===== src/sv/lae_pkg.sv =====
// shared types and constants for the linear adsr envelope block
package lae_pkg;

   localparam int CSR_ADDR_WIDTH = 5;
   localparam int CSR_DATA_WIDTH = 32;
   localparam int REG_INDEX_WIDTH = 3;
   localparam int SEGMENT_WIDTH = 3;

   localparam logic [REG_INDEX_WIDTH-1:0] REG_ATTACK_LEN = 3'd0;
   localparam logic [REG_INDEX_WIDTH-1:0] REG_DECAY_LEN = 3'd1;
   localparam logic [REG_INDEX_WIDTH-1:0] REG_SUSTAIN_LEVEL = 3'd2;
   localparam logic [REG_INDEX_WIDTH-1:0] REG_RELEASE_LEN = 3'd3;
   localparam logic [REG_INDEX_WIDTH-1:0] REG_TOTAL_LEN = 3'd4;

   localparam logic [SEGMENT_WIDTH-1:0] SEG_ATTACK = 3'd0;
   localparam logic [SEGMENT_WIDTH-1:0] SEG_DECAY = 3'd1;
   localparam logic [SEGMENT_WIDTH-1:0] SEG_SUSTAIN = 3'd2;
   localparam logic [SEGMENT_WIDTH-1:0] SEG_RELEASE = 3'd3;
   localparam logic [SEGMENT_WIDTH-1:0] SEG_PAST_END = 3'd4;

   typedef struct packed {
      logic accept;
      logic classify;
      logic multiply;
      logic divide;
      logic envelope;
      logic scale;
      logic load_out;
   } ctrl_cmd_type;

   typedef struct packed {
      logic need_div;
   } ctrl_status_type;

endpackage


===== src/sv/linear_adsr_envelope_top.sv =====
// Linear ADSR envelope: each input word carries one signed sample and a restart
// flag; the block answers with one word holding the sample scaled by the envelope
// at the current position, the segment code and the envelope value. A word in a
// ramp passes through the restoring divider, which forms one quotient bit per
// cycle; in sustain or past the end the divide is skipped. A finished result sits
// in an output register, so the next word is taken while it waits. The user must
// write the registers over the csr port only while idle; the block itself does
// not enforce it.
module linear_adsr_envelope_top #(
   parameter int SAMPLE_WIDTH = 16,
   parameter int LENGTH_WIDTH = 28,
   parameter int ENV_FRAC_BITS = 16
) (
   input  logic                               clock,
   input  logic                               reset,
   // sample_in
   input  logic [((SAMPLE_WIDTH+7)/8)*8-1:0]  req_tdata,
   // restart
   input  logic                               req_tuser,
   input  logic                               req_tvalid,
   output logic                               req_tready,
   // sample_out, envelope
   output logic [((SAMPLE_WIDTH+ENV_FRAC_BITS+8)/8)*8-1:0] rsp_tdata,
   // segment
   output logic [lae_pkg::SEGMENT_WIDTH-1:0]  rsp_tuser,
   output logic                               rsp_tvalid,
   input  logic                               rsp_tready,
   input  logic                               csr_psel,
   input  logic                               csr_penable,
   input  logic                               csr_pwrite,
   input  logic [lae_pkg::CSR_ADDR_WIDTH-1:0] csr_paddr,
   input  logic [lae_pkg::CSR_DATA_WIDTH-1:0] csr_pwdata,
   output logic [lae_pkg::CSR_DATA_WIDTH-1:0] csr_prdata,
   output logic                               csr_pready
);
   import lae_pkg::*;

   localparam int QW = ENV_FRAC_BITS + 1;
   localparam int LW = LENGTH_WIDTH;
   localparam int OUT_W = ((SAMPLE_WIDTH + QW + 7) / 8) * 8;

   logic [LW-1:0] attack_len_ff, decay_len_ff, release_len_ff, total_len_ff;
   logic [QW-1:0] sustain_level_ff;
   logic [REG_INDEX_WIDTH-1:0] reg_index;
   logic csr_write;

   ctrl_cmd_type cmd;
   ctrl_status_type status;
   logic signed [SAMPLE_WIDTH-1:0] sample_out;
   logic [SEGMENT_WIDTH-1:0] segment;
   logic [QW-1:0] envelope;

   assign csr_pready = 1'b1;
   assign reg_index = csr_paddr[CSR_ADDR_WIDTH-1:2];
   assign csr_write = csr_psel && csr_penable && csr_pwrite && csr_pready;

   always_ff @(posedge clock) begin
      if (reset) begin
         attack_len_ff <= LW'(480);
         decay_len_ff <= LW'(4800);
         sustain_level_ff <= QW'(45875);
         release_len_ff <= LW'(9600);
         total_len_ff <= LW'(48000);
      end else if (csr_write) begin
         unique case (reg_index)
            REG_ATTACK_LEN: attack_len_ff <= csr_pwdata[LW-1:0];
            REG_DECAY_LEN: decay_len_ff <= csr_pwdata[LW-1:0];
            REG_SUSTAIN_LEVEL: sustain_level_ff <= csr_pwdata[QW-1:0];
            REG_RELEASE_LEN: release_len_ff <= csr_pwdata[LW-1:0];
            REG_TOTAL_LEN: total_len_ff <= csr_pwdata[LW-1:0];
            default: ;
         endcase
      end
   end

   always_comb begin
      unique case (reg_index)
         REG_ATTACK_LEN: csr_prdata = CSR_DATA_WIDTH'(attack_len_ff);
         REG_DECAY_LEN: csr_prdata = CSR_DATA_WIDTH'(decay_len_ff);
         REG_SUSTAIN_LEVEL: csr_prdata = CSR_DATA_WIDTH'(sustain_level_ff);
         REG_RELEASE_LEN: csr_prdata = CSR_DATA_WIDTH'(release_len_ff);
         REG_TOTAL_LEN: csr_prdata = CSR_DATA_WIDTH'(total_len_ff);
         default: csr_prdata = '0;
      endcase
   end

   lae_ctrl #(
      .ENV_FRAC_BITS(ENV_FRAC_BITS)
   ) u_ctrl (
      .clock(clock),
      .reset(reset),
      .req_tvalid(req_tvalid),
      .req_tready(req_tready),
      .rsp_tvalid(rsp_tvalid),
      .rsp_tready(rsp_tready),
      .cmd(cmd),
      .status(status)
   );

   lae_datapath #(
      .SAMPLE_WIDTH(SAMPLE_WIDTH),
      .LENGTH_WIDTH(LENGTH_WIDTH),
      .ENV_FRAC_BITS(ENV_FRAC_BITS)
   ) u_datapath (
      .clock(clock),
      .reset(reset),
      .cmd(cmd),
      .status(status),
      .sample_in(req_tdata[SAMPLE_WIDTH-1:0]),
      .restart(req_tuser),
      .attack_len(attack_len_ff),
      .decay_len(decay_len_ff),
      .sustain_level(sustain_level_ff),
      .release_len(release_len_ff),
      .total_len(total_len_ff),
      .sample_out(sample_out),
      .segment(segment),
      .envelope(envelope)
   );

   assign rsp_tdata = OUT_W'({envelope, sample_out});
   assign rsp_tuser = segment;

endmodule


===== src/sv/lae_ctrl.sv =====
// sequencer for one word: classify, multiply, serial divide when a ramp needs it, envelope, scale, output
module lae_ctrl #(
   parameter int ENV_FRAC_BITS = 16
) (
   input  logic                     clock,
   input  logic                     reset,
   input  logic                     req_tvalid,
   output logic                     req_tready,
   output logic                     rsp_tvalid,
   input  logic                     rsp_tready,
   output lae_pkg::ctrl_cmd_type    cmd,
   input  lae_pkg::ctrl_status_type status
);
   import lae_pkg::*;

   localparam int QW = ENV_FRAC_BITS + 1;
   localparam int CW = $clog2(QW);

   typedef enum logic [6:0] {
      ST_IDLE     = 7'b0000001,
      ST_CLASSIFY = 7'b0000010,
      ST_MULTIPLY = 7'b0000100,
      ST_DIVIDE   = 7'b0001000,
      ST_ENVELOPE = 7'b0010000,
      ST_SCALE    = 7'b0100000,
      ST_DONE     = 7'b1000000
   } state_type;

   state_type state_ff, state_in;
   logic [CW-1:0] count_ff, count_in;
   logic rsp_valid_ff, rsp_valid_in;
   logic out_free;

   assign out_free = !rsp_valid_ff || rsp_tready;
   assign req_tready = (state_ff == ST_IDLE);
   assign rsp_tvalid = rsp_valid_ff;

   always_comb begin
      state_in = state_ff;
      count_in = count_ff;
      cmd = '0;
      unique case (state_ff)
         ST_IDLE: begin
            if (req_tvalid) begin
               cmd.accept = 1'b1;
               state_in = ST_CLASSIFY;
            end
         end
         ST_CLASSIFY: begin
            cmd.classify = 1'b1;
            state_in = ST_MULTIPLY;
         end
         ST_MULTIPLY: begin
            cmd.multiply = 1'b1;
            count_in = '0;
            state_in = status.need_div ? ST_DIVIDE : ST_ENVELOPE;
         end
         ST_DIVIDE: begin
            cmd.divide = 1'b1;
            count_in = count_ff + 1'b1;
            if (count_ff == CW'(QW - 1)) begin
               state_in = ST_ENVELOPE;
            end
         end
         ST_ENVELOPE: begin
            cmd.envelope = 1'b1;
            state_in = ST_SCALE;
         end
         ST_SCALE: begin
            cmd.scale = 1'b1;
            state_in = ST_DONE;
         end
         ST_DONE: begin
            if (out_free) begin
               cmd.load_out = 1'b1;
               state_in = ST_IDLE;
            end
         end
         default: begin
            state_in = ST_IDLE;
         end
      endcase
   end

   assign rsp_valid_in = cmd.load_out || (rsp_valid_ff && !rsp_tready);

   always_ff @(posedge clock) begin
      if (reset) begin
         state_ff <= ST_IDLE;
         count_ff <= '0;
         rsp_valid_ff <= 1'b0;
      end else begin
         state_ff <= state_in;
         count_ff <= count_in;
         rsp_valid_ff <= rsp_valid_in;
      end
   end

endmodule


===== src/sv/lae_datapath.sv =====
// position counter, segment select, multiplier, restoring divider and output register
module lae_datapath #(
   parameter int SAMPLE_WIDTH = 16,
   parameter int LENGTH_WIDTH = 28,
   parameter int ENV_FRAC_BITS = 16
) (
   input  logic                              clock,
   input  logic                              reset,
   input  lae_pkg::ctrl_cmd_type             cmd,
   output lae_pkg::ctrl_status_type          status,
   input  logic signed [SAMPLE_WIDTH-1:0]    sample_in,
   input  logic                              restart,
   input  logic [LENGTH_WIDTH-1:0]           attack_len,
   input  logic [LENGTH_WIDTH-1:0]           decay_len,
   input  logic [ENV_FRAC_BITS:0]            sustain_level,
   input  logic [LENGTH_WIDTH-1:0]           release_len,
   input  logic [LENGTH_WIDTH-1:0]           total_len,
   output logic signed [SAMPLE_WIDTH-1:0]    sample_out,
   output logic [lae_pkg::SEGMENT_WIDTH-1:0] segment,
   output logic [ENV_FRAC_BITS:0]            envelope
);
   import lae_pkg::*;

   localparam int QW = ENV_FRAC_BITS + 1;
   localparam int LW = LENGTH_WIDTH;
   localparam int PW = SAMPLE_WIDTH + QW + 1;
   localparam logic [QW-1:0] ENV_ONE = QW'(1) << ENV_FRAC_BITS;

   logic [LW-1:0] pos_ff, pos_in;
   logic signed [SAMPLE_WIDTH-1:0] sample_ff;
   logic [SEGMENT_WIDTH-1:0] seg_ff, seg_in;
   logic [QW-1:0] mul_a_ff, mul_a_in;
   logic [LW-1:0] mul_b_ff, mul_b_in;
   logic [LW-1:0] div_ff, div_in;
   logic [QW-1:0] base_ff, base_in;
   logic need_div_ff, need_div_in;
   logic [LW-1:0] rem_ff, rem_in;
   logic [QW-1:0] quo_ff, quo_in;
   logic [QW-1:0] env_ff;
   logic signed [PW-1:0] scaled_ff;
   logic signed [SAMPLE_WIDTH-1:0] out_sample_ff;
   logic [SEGMENT_WIDTH-1:0] out_seg_ff;
   logic [QW-1:0] out_env_ff;

   logic [QW-1:0] sus;
   logic [LW:0] sus_start;
   logic rel_valid;
   logic [LW-1:0] rel_start;
   logic [LW:0] trial;
   logic fits;

   // classify the current position
   always_comb begin
      sus = (sustain_level > ENV_ONE) ? ENV_ONE : sustain_level;
      sus_start = {1'b0, attack_len} + {1'b0, decay_len};
      rel_valid = total_len > release_len;
      rel_start = total_len - release_len;
      seg_in = SEG_PAST_END;
      mul_a_in = '0;
      mul_b_in = '0;
      div_in = '0;
      base_in = '0;
      need_div_in = 1'b0;
      pos_in = pos_ff;
      if (pos_ff < total_len) begin
         pos_in = pos_ff + 1'b1;
         if (pos_ff < attack_len) begin
            seg_in = SEG_ATTACK;
            mul_a_in = ENV_ONE;
            mul_b_in = pos_ff;
            div_in = attack_len;
            need_div_in = 1'b1;
         end else if ({1'b0, pos_ff} < sus_start) begin
            seg_in = SEG_DECAY;
            mul_a_in = ENV_ONE - sus;
            mul_b_in = LW'(sus_start - {1'b0, pos_ff});
            div_in = decay_len;
            base_in = sus;
            need_div_in = 1'b1;
         end else if (!rel_valid || pos_ff < rel_start) begin
            seg_in = SEG_SUSTAIN;
            base_in = sus;
         end else begin
            seg_in = SEG_RELEASE;
            mul_a_in = sus;
            mul_b_in = total_len - pos_ff;
            div_in = release_len;
            need_div_in = 1'b1;
         end
      end
   end

   // one restoring step per cycle, quotient shifts in from the bottom
   assign trial = {rem_ff, quo_ff[QW-1]};
   assign fits = trial >= {1'b0, div_ff};

   always_comb begin
      rem_in = rem_ff;
      quo_in = quo_ff;
      if (cmd.multiply) begin
         {rem_in, quo_in} = mul_a_ff * mul_b_ff;
      end else if (cmd.divide) begin
         rem_in = fits ? LW'(trial - {1'b0, div_ff}) : trial[LW-1:0];
         quo_in = {quo_ff[QW-2:0], fits};
      end
   end

   always_ff @(posedge clock) begin
      if (reset) begin
         pos_ff <= '0;
         need_div_ff <= 1'b0;
      end else begin
         if (cmd.accept && restart) begin
            pos_ff <= '0;
         end else if (cmd.classify) begin
            pos_ff <= pos_in;
         end
         if (cmd.classify) begin
            need_div_ff <= need_div_in;
         end
      end
   end

   always_ff @(posedge clock) begin
      if (cmd.accept) begin
         sample_ff <= sample_in;
      end
      if (cmd.classify) begin
         seg_ff <= seg_in;
         mul_a_ff <= mul_a_in;
         mul_b_ff <= mul_b_in;
         div_ff <= div_in;
         base_ff <= base_in;
      end
      rem_ff <= rem_in;
      quo_ff <= quo_in;
      if (cmd.envelope) begin
         env_ff <= base_ff + quo_ff;
      end
      if (cmd.scale) begin
         scaled_ff <= PW'(sample_ff) * signed'({1'b0, env_ff});
      end
      if (cmd.load_out) begin
         out_sample_ff <= scaled_ff[ENV_FRAC_BITS +: SAMPLE_WIDTH];
         out_seg_ff <= seg_ff;
         out_env_ff <= env_ff;
      end
   end

   assign status.need_div = need_div_ff;
   assign sample_out = out_sample_ff;
   assign segment = out_seg_ff;
   assign envelope = out_env_ff;

endmodule


===== config.mk =====
export PLATFORM = sky130hd
export DESIGN_NAME = linear_adsr_envelope_top
export DESIGN_NICKNAME = d
export VERILOG_FILES = /design/src/sv/lae_pkg.sv /design/src/sv/linear_adsr_envelope_top.sv /design/src/sv/lae_ctrl.sv /design/src/sv/lae_datapath.sv
export SDC_FILE = /design/constraint.sdc
export NUM_CORES = 2
export LEC_CHECK = 0
export BUFFER_PORTS_ARGS = -buffer_cell sky130_fd_sc_hd__buf_2
export CAP_MARGIN = 40
export CORE_MARGIN = 2
export CORE_UTILIZATION = 50
export CTS_CLUSTER_SIZE = 24
export DETAILED_ROUTE_END_ITERATION = 12
export GPL_ROUTABILITY_DRIVEN = 0
export PLACE_DENSITY = 0.66
export REMOVE_ABC_BUFFERS = 1
export SYNTH_ARGS = -nofsm -noshare
export SYNTH_HDL_FRONTEND = slang
export SYNTH_SLANG_ARGS = --single-unit

===== constraint.sdc =====
create_clock -name clock -period 8.2 [get_ports clock]
set_input_delay 0 -clock clock [delete_from_list [all_inputs] [get_ports clock]]
set_output_delay 0 -clock clock [all_outputs]
set_load 0.05 [all_outputs]

==> flow_summary.yaml <==
outcome:
  run_status: "finished clean"
timing:
  final.min_clock_period_ns: 7.33
  timing_hold_violations_final: 0
  timing.fmax_mhz: 136
  timing.final.setup_violations: 0
  maxSlewViolCount: 0
  grt_setup_unrepaired: "no"
  max_slew.worst_pin.slew_ns: 0.926
  max-slew-margin-rel_pct: 38.1
  setup_tns_ns: 0
  final_min_period_over_clock_period_pct: 89.4
  worst_clock_skew_ns: 0.0343
  finalHoldWorstSlack_ns: 0.0858
place:
  numPortBuffers: 120
  place.detailed.instances: 6915
  post-dp-hpwl_um: 108000
die:
  area_of_the_die_um2: 102000
  placementRows: 115
  dieHeight_um: 319
  core-area_um2: 98300
  initial_utilization_pct: 50.4
  floorplan.die.width_um: 319
  top_level_i_o_count: 139
worst_setup_path:
  crit_path_max_fanout: 17
  timing.rr.start: "u_datapath.sample_ff[4]"
  regToRegSetupSlack_ns: 0.87
  timing.rr.end: "u_datapath.scaled_ff[31]"
  ws_path_type: "flop to flop"
  critPathCaptureType: "flop"
  cp-startpoint: "u_datapath.sample_ff[4]"
  reg2regPathDepth: 24
  worst_ep_required_time_ns: 8.53
  setup.worst_path.start_class: "flop"
  timing.critical_path.arrival_ns: 7.67
global_routing:
  grt_pass1_vias: 39369
  grt_start_max_net_pins: 72
  gr-total-overflow: 0
  wire_length_of_the_first_global_routing_pass_um: 220000
  initial_antenna_violation_count: 6
  globalRouteTotalUtil_pct: 27.2
worst_hold_path:
  worstHoldEndpoint: "u_datapath.pos_ff[20]"
  hold_start: "req_tuser"
  min-delay-path-class: "input pin to flop"
  hold_depth: 3
yosys:
  synth-compound-area-share_pct: 13.0
  synth_top_family_by_area: "adder cells"
  syn_area_per_cell_um2: 8.71
  muxShareOfSynthArea_pct: 0.682
  synth-seq-area-share_pct: 20.4
  dominant_register_cell_in_the_synthesized_netlist: "edfxtp_1"
  async_reset_ff_share_pct: 0
  synth-adder-area-share_pct: 36.2
  synth-edff-count: 223
  ys_seq_elements: 394
  synth.distinct_cells: 92
  synthesis.instances: 5682
  synth_xor_area_share_pct: 3.75
  synthSimpleGateAreaFrac_pct: 16.7
  netlist_area_before_placement_um2: 49500
  yosysWarnings: 0
clock_tree:
  cts_resized: 0
  cts_num_sinks: 394
  numCtsBuffers: 46
  cts-htree-levels: 2
  tritoncts: "yes"
  cts-root-buf: "clkbuf_16"
  hold_bufs_inserted_after_cts: 48
  post-cts-setup-buffers: 0
  clock_latency_ns: 0.61
  cts.clk_slew.worst_paths_ns: 0.06
  ctsLongestPathBuffers: 3
finish:
  share_of_cells_above_drive_strength_1_pct: 5.85
  mostFrequentLayoutCells: "922 x inv_1, 860 x nand2_1, 602 x fa_1"
  layout.cells.non_filler: 7050
  layout_commonest_cell: "inv_1"
  synthToLayoutAreaGrowth_pct: 8.56
  final_core_utilization_pct: 54.7
  nNetsFinal: 6857
  fill_cells: 9023
detailed_routing:
  drt_drc_violations_left: 0
  detail-route-antenna-nets: 0
  wirelength_um: 137000
  routedWlPerCell_um: 19.5
  firstDrtPassIters: 6
  vias: 39975
  post_drt_via_cell_ratio: 5.67
  drt_first_iter_violations: 3464
flow_run:
  timing.max_cap.violations: 0
flip-flops by register name (all words and copies together) (netlist names), 28 cells and up:
signal               flops
u_datapath.div_ff       28
u_datapath.rem_ff       28
u_datapath.mul_b_ff     28
release_len_ff          28
u_datapath.pos_ff       28
total_len_ff            28
decay_len_ff            28
attack_len_ff           28
metrics by stage:
stage               cell area [um^2]  setup slack [ns]
finish                         53700             0.868
global route                   53700             0.388
CTS                            53700             0.838
detailed placement             51700             0.844
global placement               51200             0.802
floorplan                      48500             0.866
critical path, stage by stage (launching register included):
cell       delay [ns]
edfxtp_1         0.93
nand2_1          0.18
fa_1             0.58
inv_1            0.05
fa_1             0.47
inv_1            0.05
fa_1             0.48
fa_1             0.55
inv_1            0.05
fa_1             0.47
inv_1            0.05
fa_1             0.47
inv_1            0.04
ha_1             0.29
a21oi_1          0.14
o21ai_0          0.08
a41oi_1          0.29
o21ai_1          0.19
a31oi_2          0.36
nor2b_2          0.14
and4_4           0.23
o41ai_4          0.42
o2111ai_1        0.26
a21oi_1          0.23
xnor2_1          0.08
logic make-up (layout without fill, tap and decap cells):
logic type	count (synthesis)	count (layout)
flip-flops	394	394
AO/OA/AOI/OAI	995	995
buffers and inverters	1191	1260
adder cells (fa/ha/maj)	1072	1072
AND/OR/NAND/NOR	1784	1784
other	2	14
XOR/XNOR	212	212
multiplexers	32	32
how the worst max path moves through the flow:
stage / endpoint / cells past startpoint
2_1_floorplan: u_datapath.base_ff[11] / 23
3_3_place_gp: u_datapath.rem_ff[27] / 21
3_5_place_dp: u_datapath.scaled_ff[31] / 24
4_1_cts: u_datapath.scaled_ff[31] / 24
5_1_grt: u_datapath.scaled_ff[31] / 24
6_report: u_datapath.scaled_ff[31] / 24
cells in the mapped netlist, drive strengths merged (6+ instances only):
cell type	number	area share (%)
a21boi	9	0.14
nor3	62	0.65
o21ai	148	1.5
a2111oi	8	0.15
buf	50	0.54
clkbuf	216	1.6
xnor2	138	2.4
ha	470	12
a311oi	6	0.12
nor2	270	2.1
xor2	74	1.3
edfxtp	223	14
nor2b	25	0.32
and2	302	3.8
nand3b	10	0.15
a31o	7	0.12
mux2i	18	0.36
a31oi	30	0.42
a22oi	84	1.3
o21a	30	0.47
or3	20	0.25
a21o	94	1.4
nand4	34	0.43
nand2b	45	0.57
fa	602	24
a211oi	91	1.4
o31ai	15	0.27
or2	9	0.11
o22ai	20	0.25
o41ai	6	0.19
a21oi	339	3.5
and3	31	0.39
inv	924	7.0
nand2	860	6.5
nand3	84	0.85
o211ai	24	0.36
mux2	14	0.32
o21bai	29	0.44
dfxtp	171	6.9
a41oi	7	0.12
and4	10	0.18
per-layer routing:
metal | track usage [%] | vias up | part of all wire [%]
li1 | - | 18527 | -
met1 | 37.6 | 19769 | 43
met2 | 44.6 | 1442 | 46
met3 | 4.01 | 237 | 7.6
met4 | 7.72 | 0 | 3.0
met5 | 0 | - | 0
layout make-up:
type	count	area [um^2]	area share [%]
Multi-Input combinational cell	4107	34900	65.0
Clock inverter	22	297	0.552
Sequential cell	394	10100	18.8
Inverter	925	3470	6.47
Clock buffer	63	1290	2.40
Timing Repair Buffer	250	2000	3.73
Antenna cell	2	5.00	0.00931
Tap cell	1287	1610	3.00
Power is not shown: default switching activity piles up to over one toggle a cycle in this logic, so the estimate is an artifact.
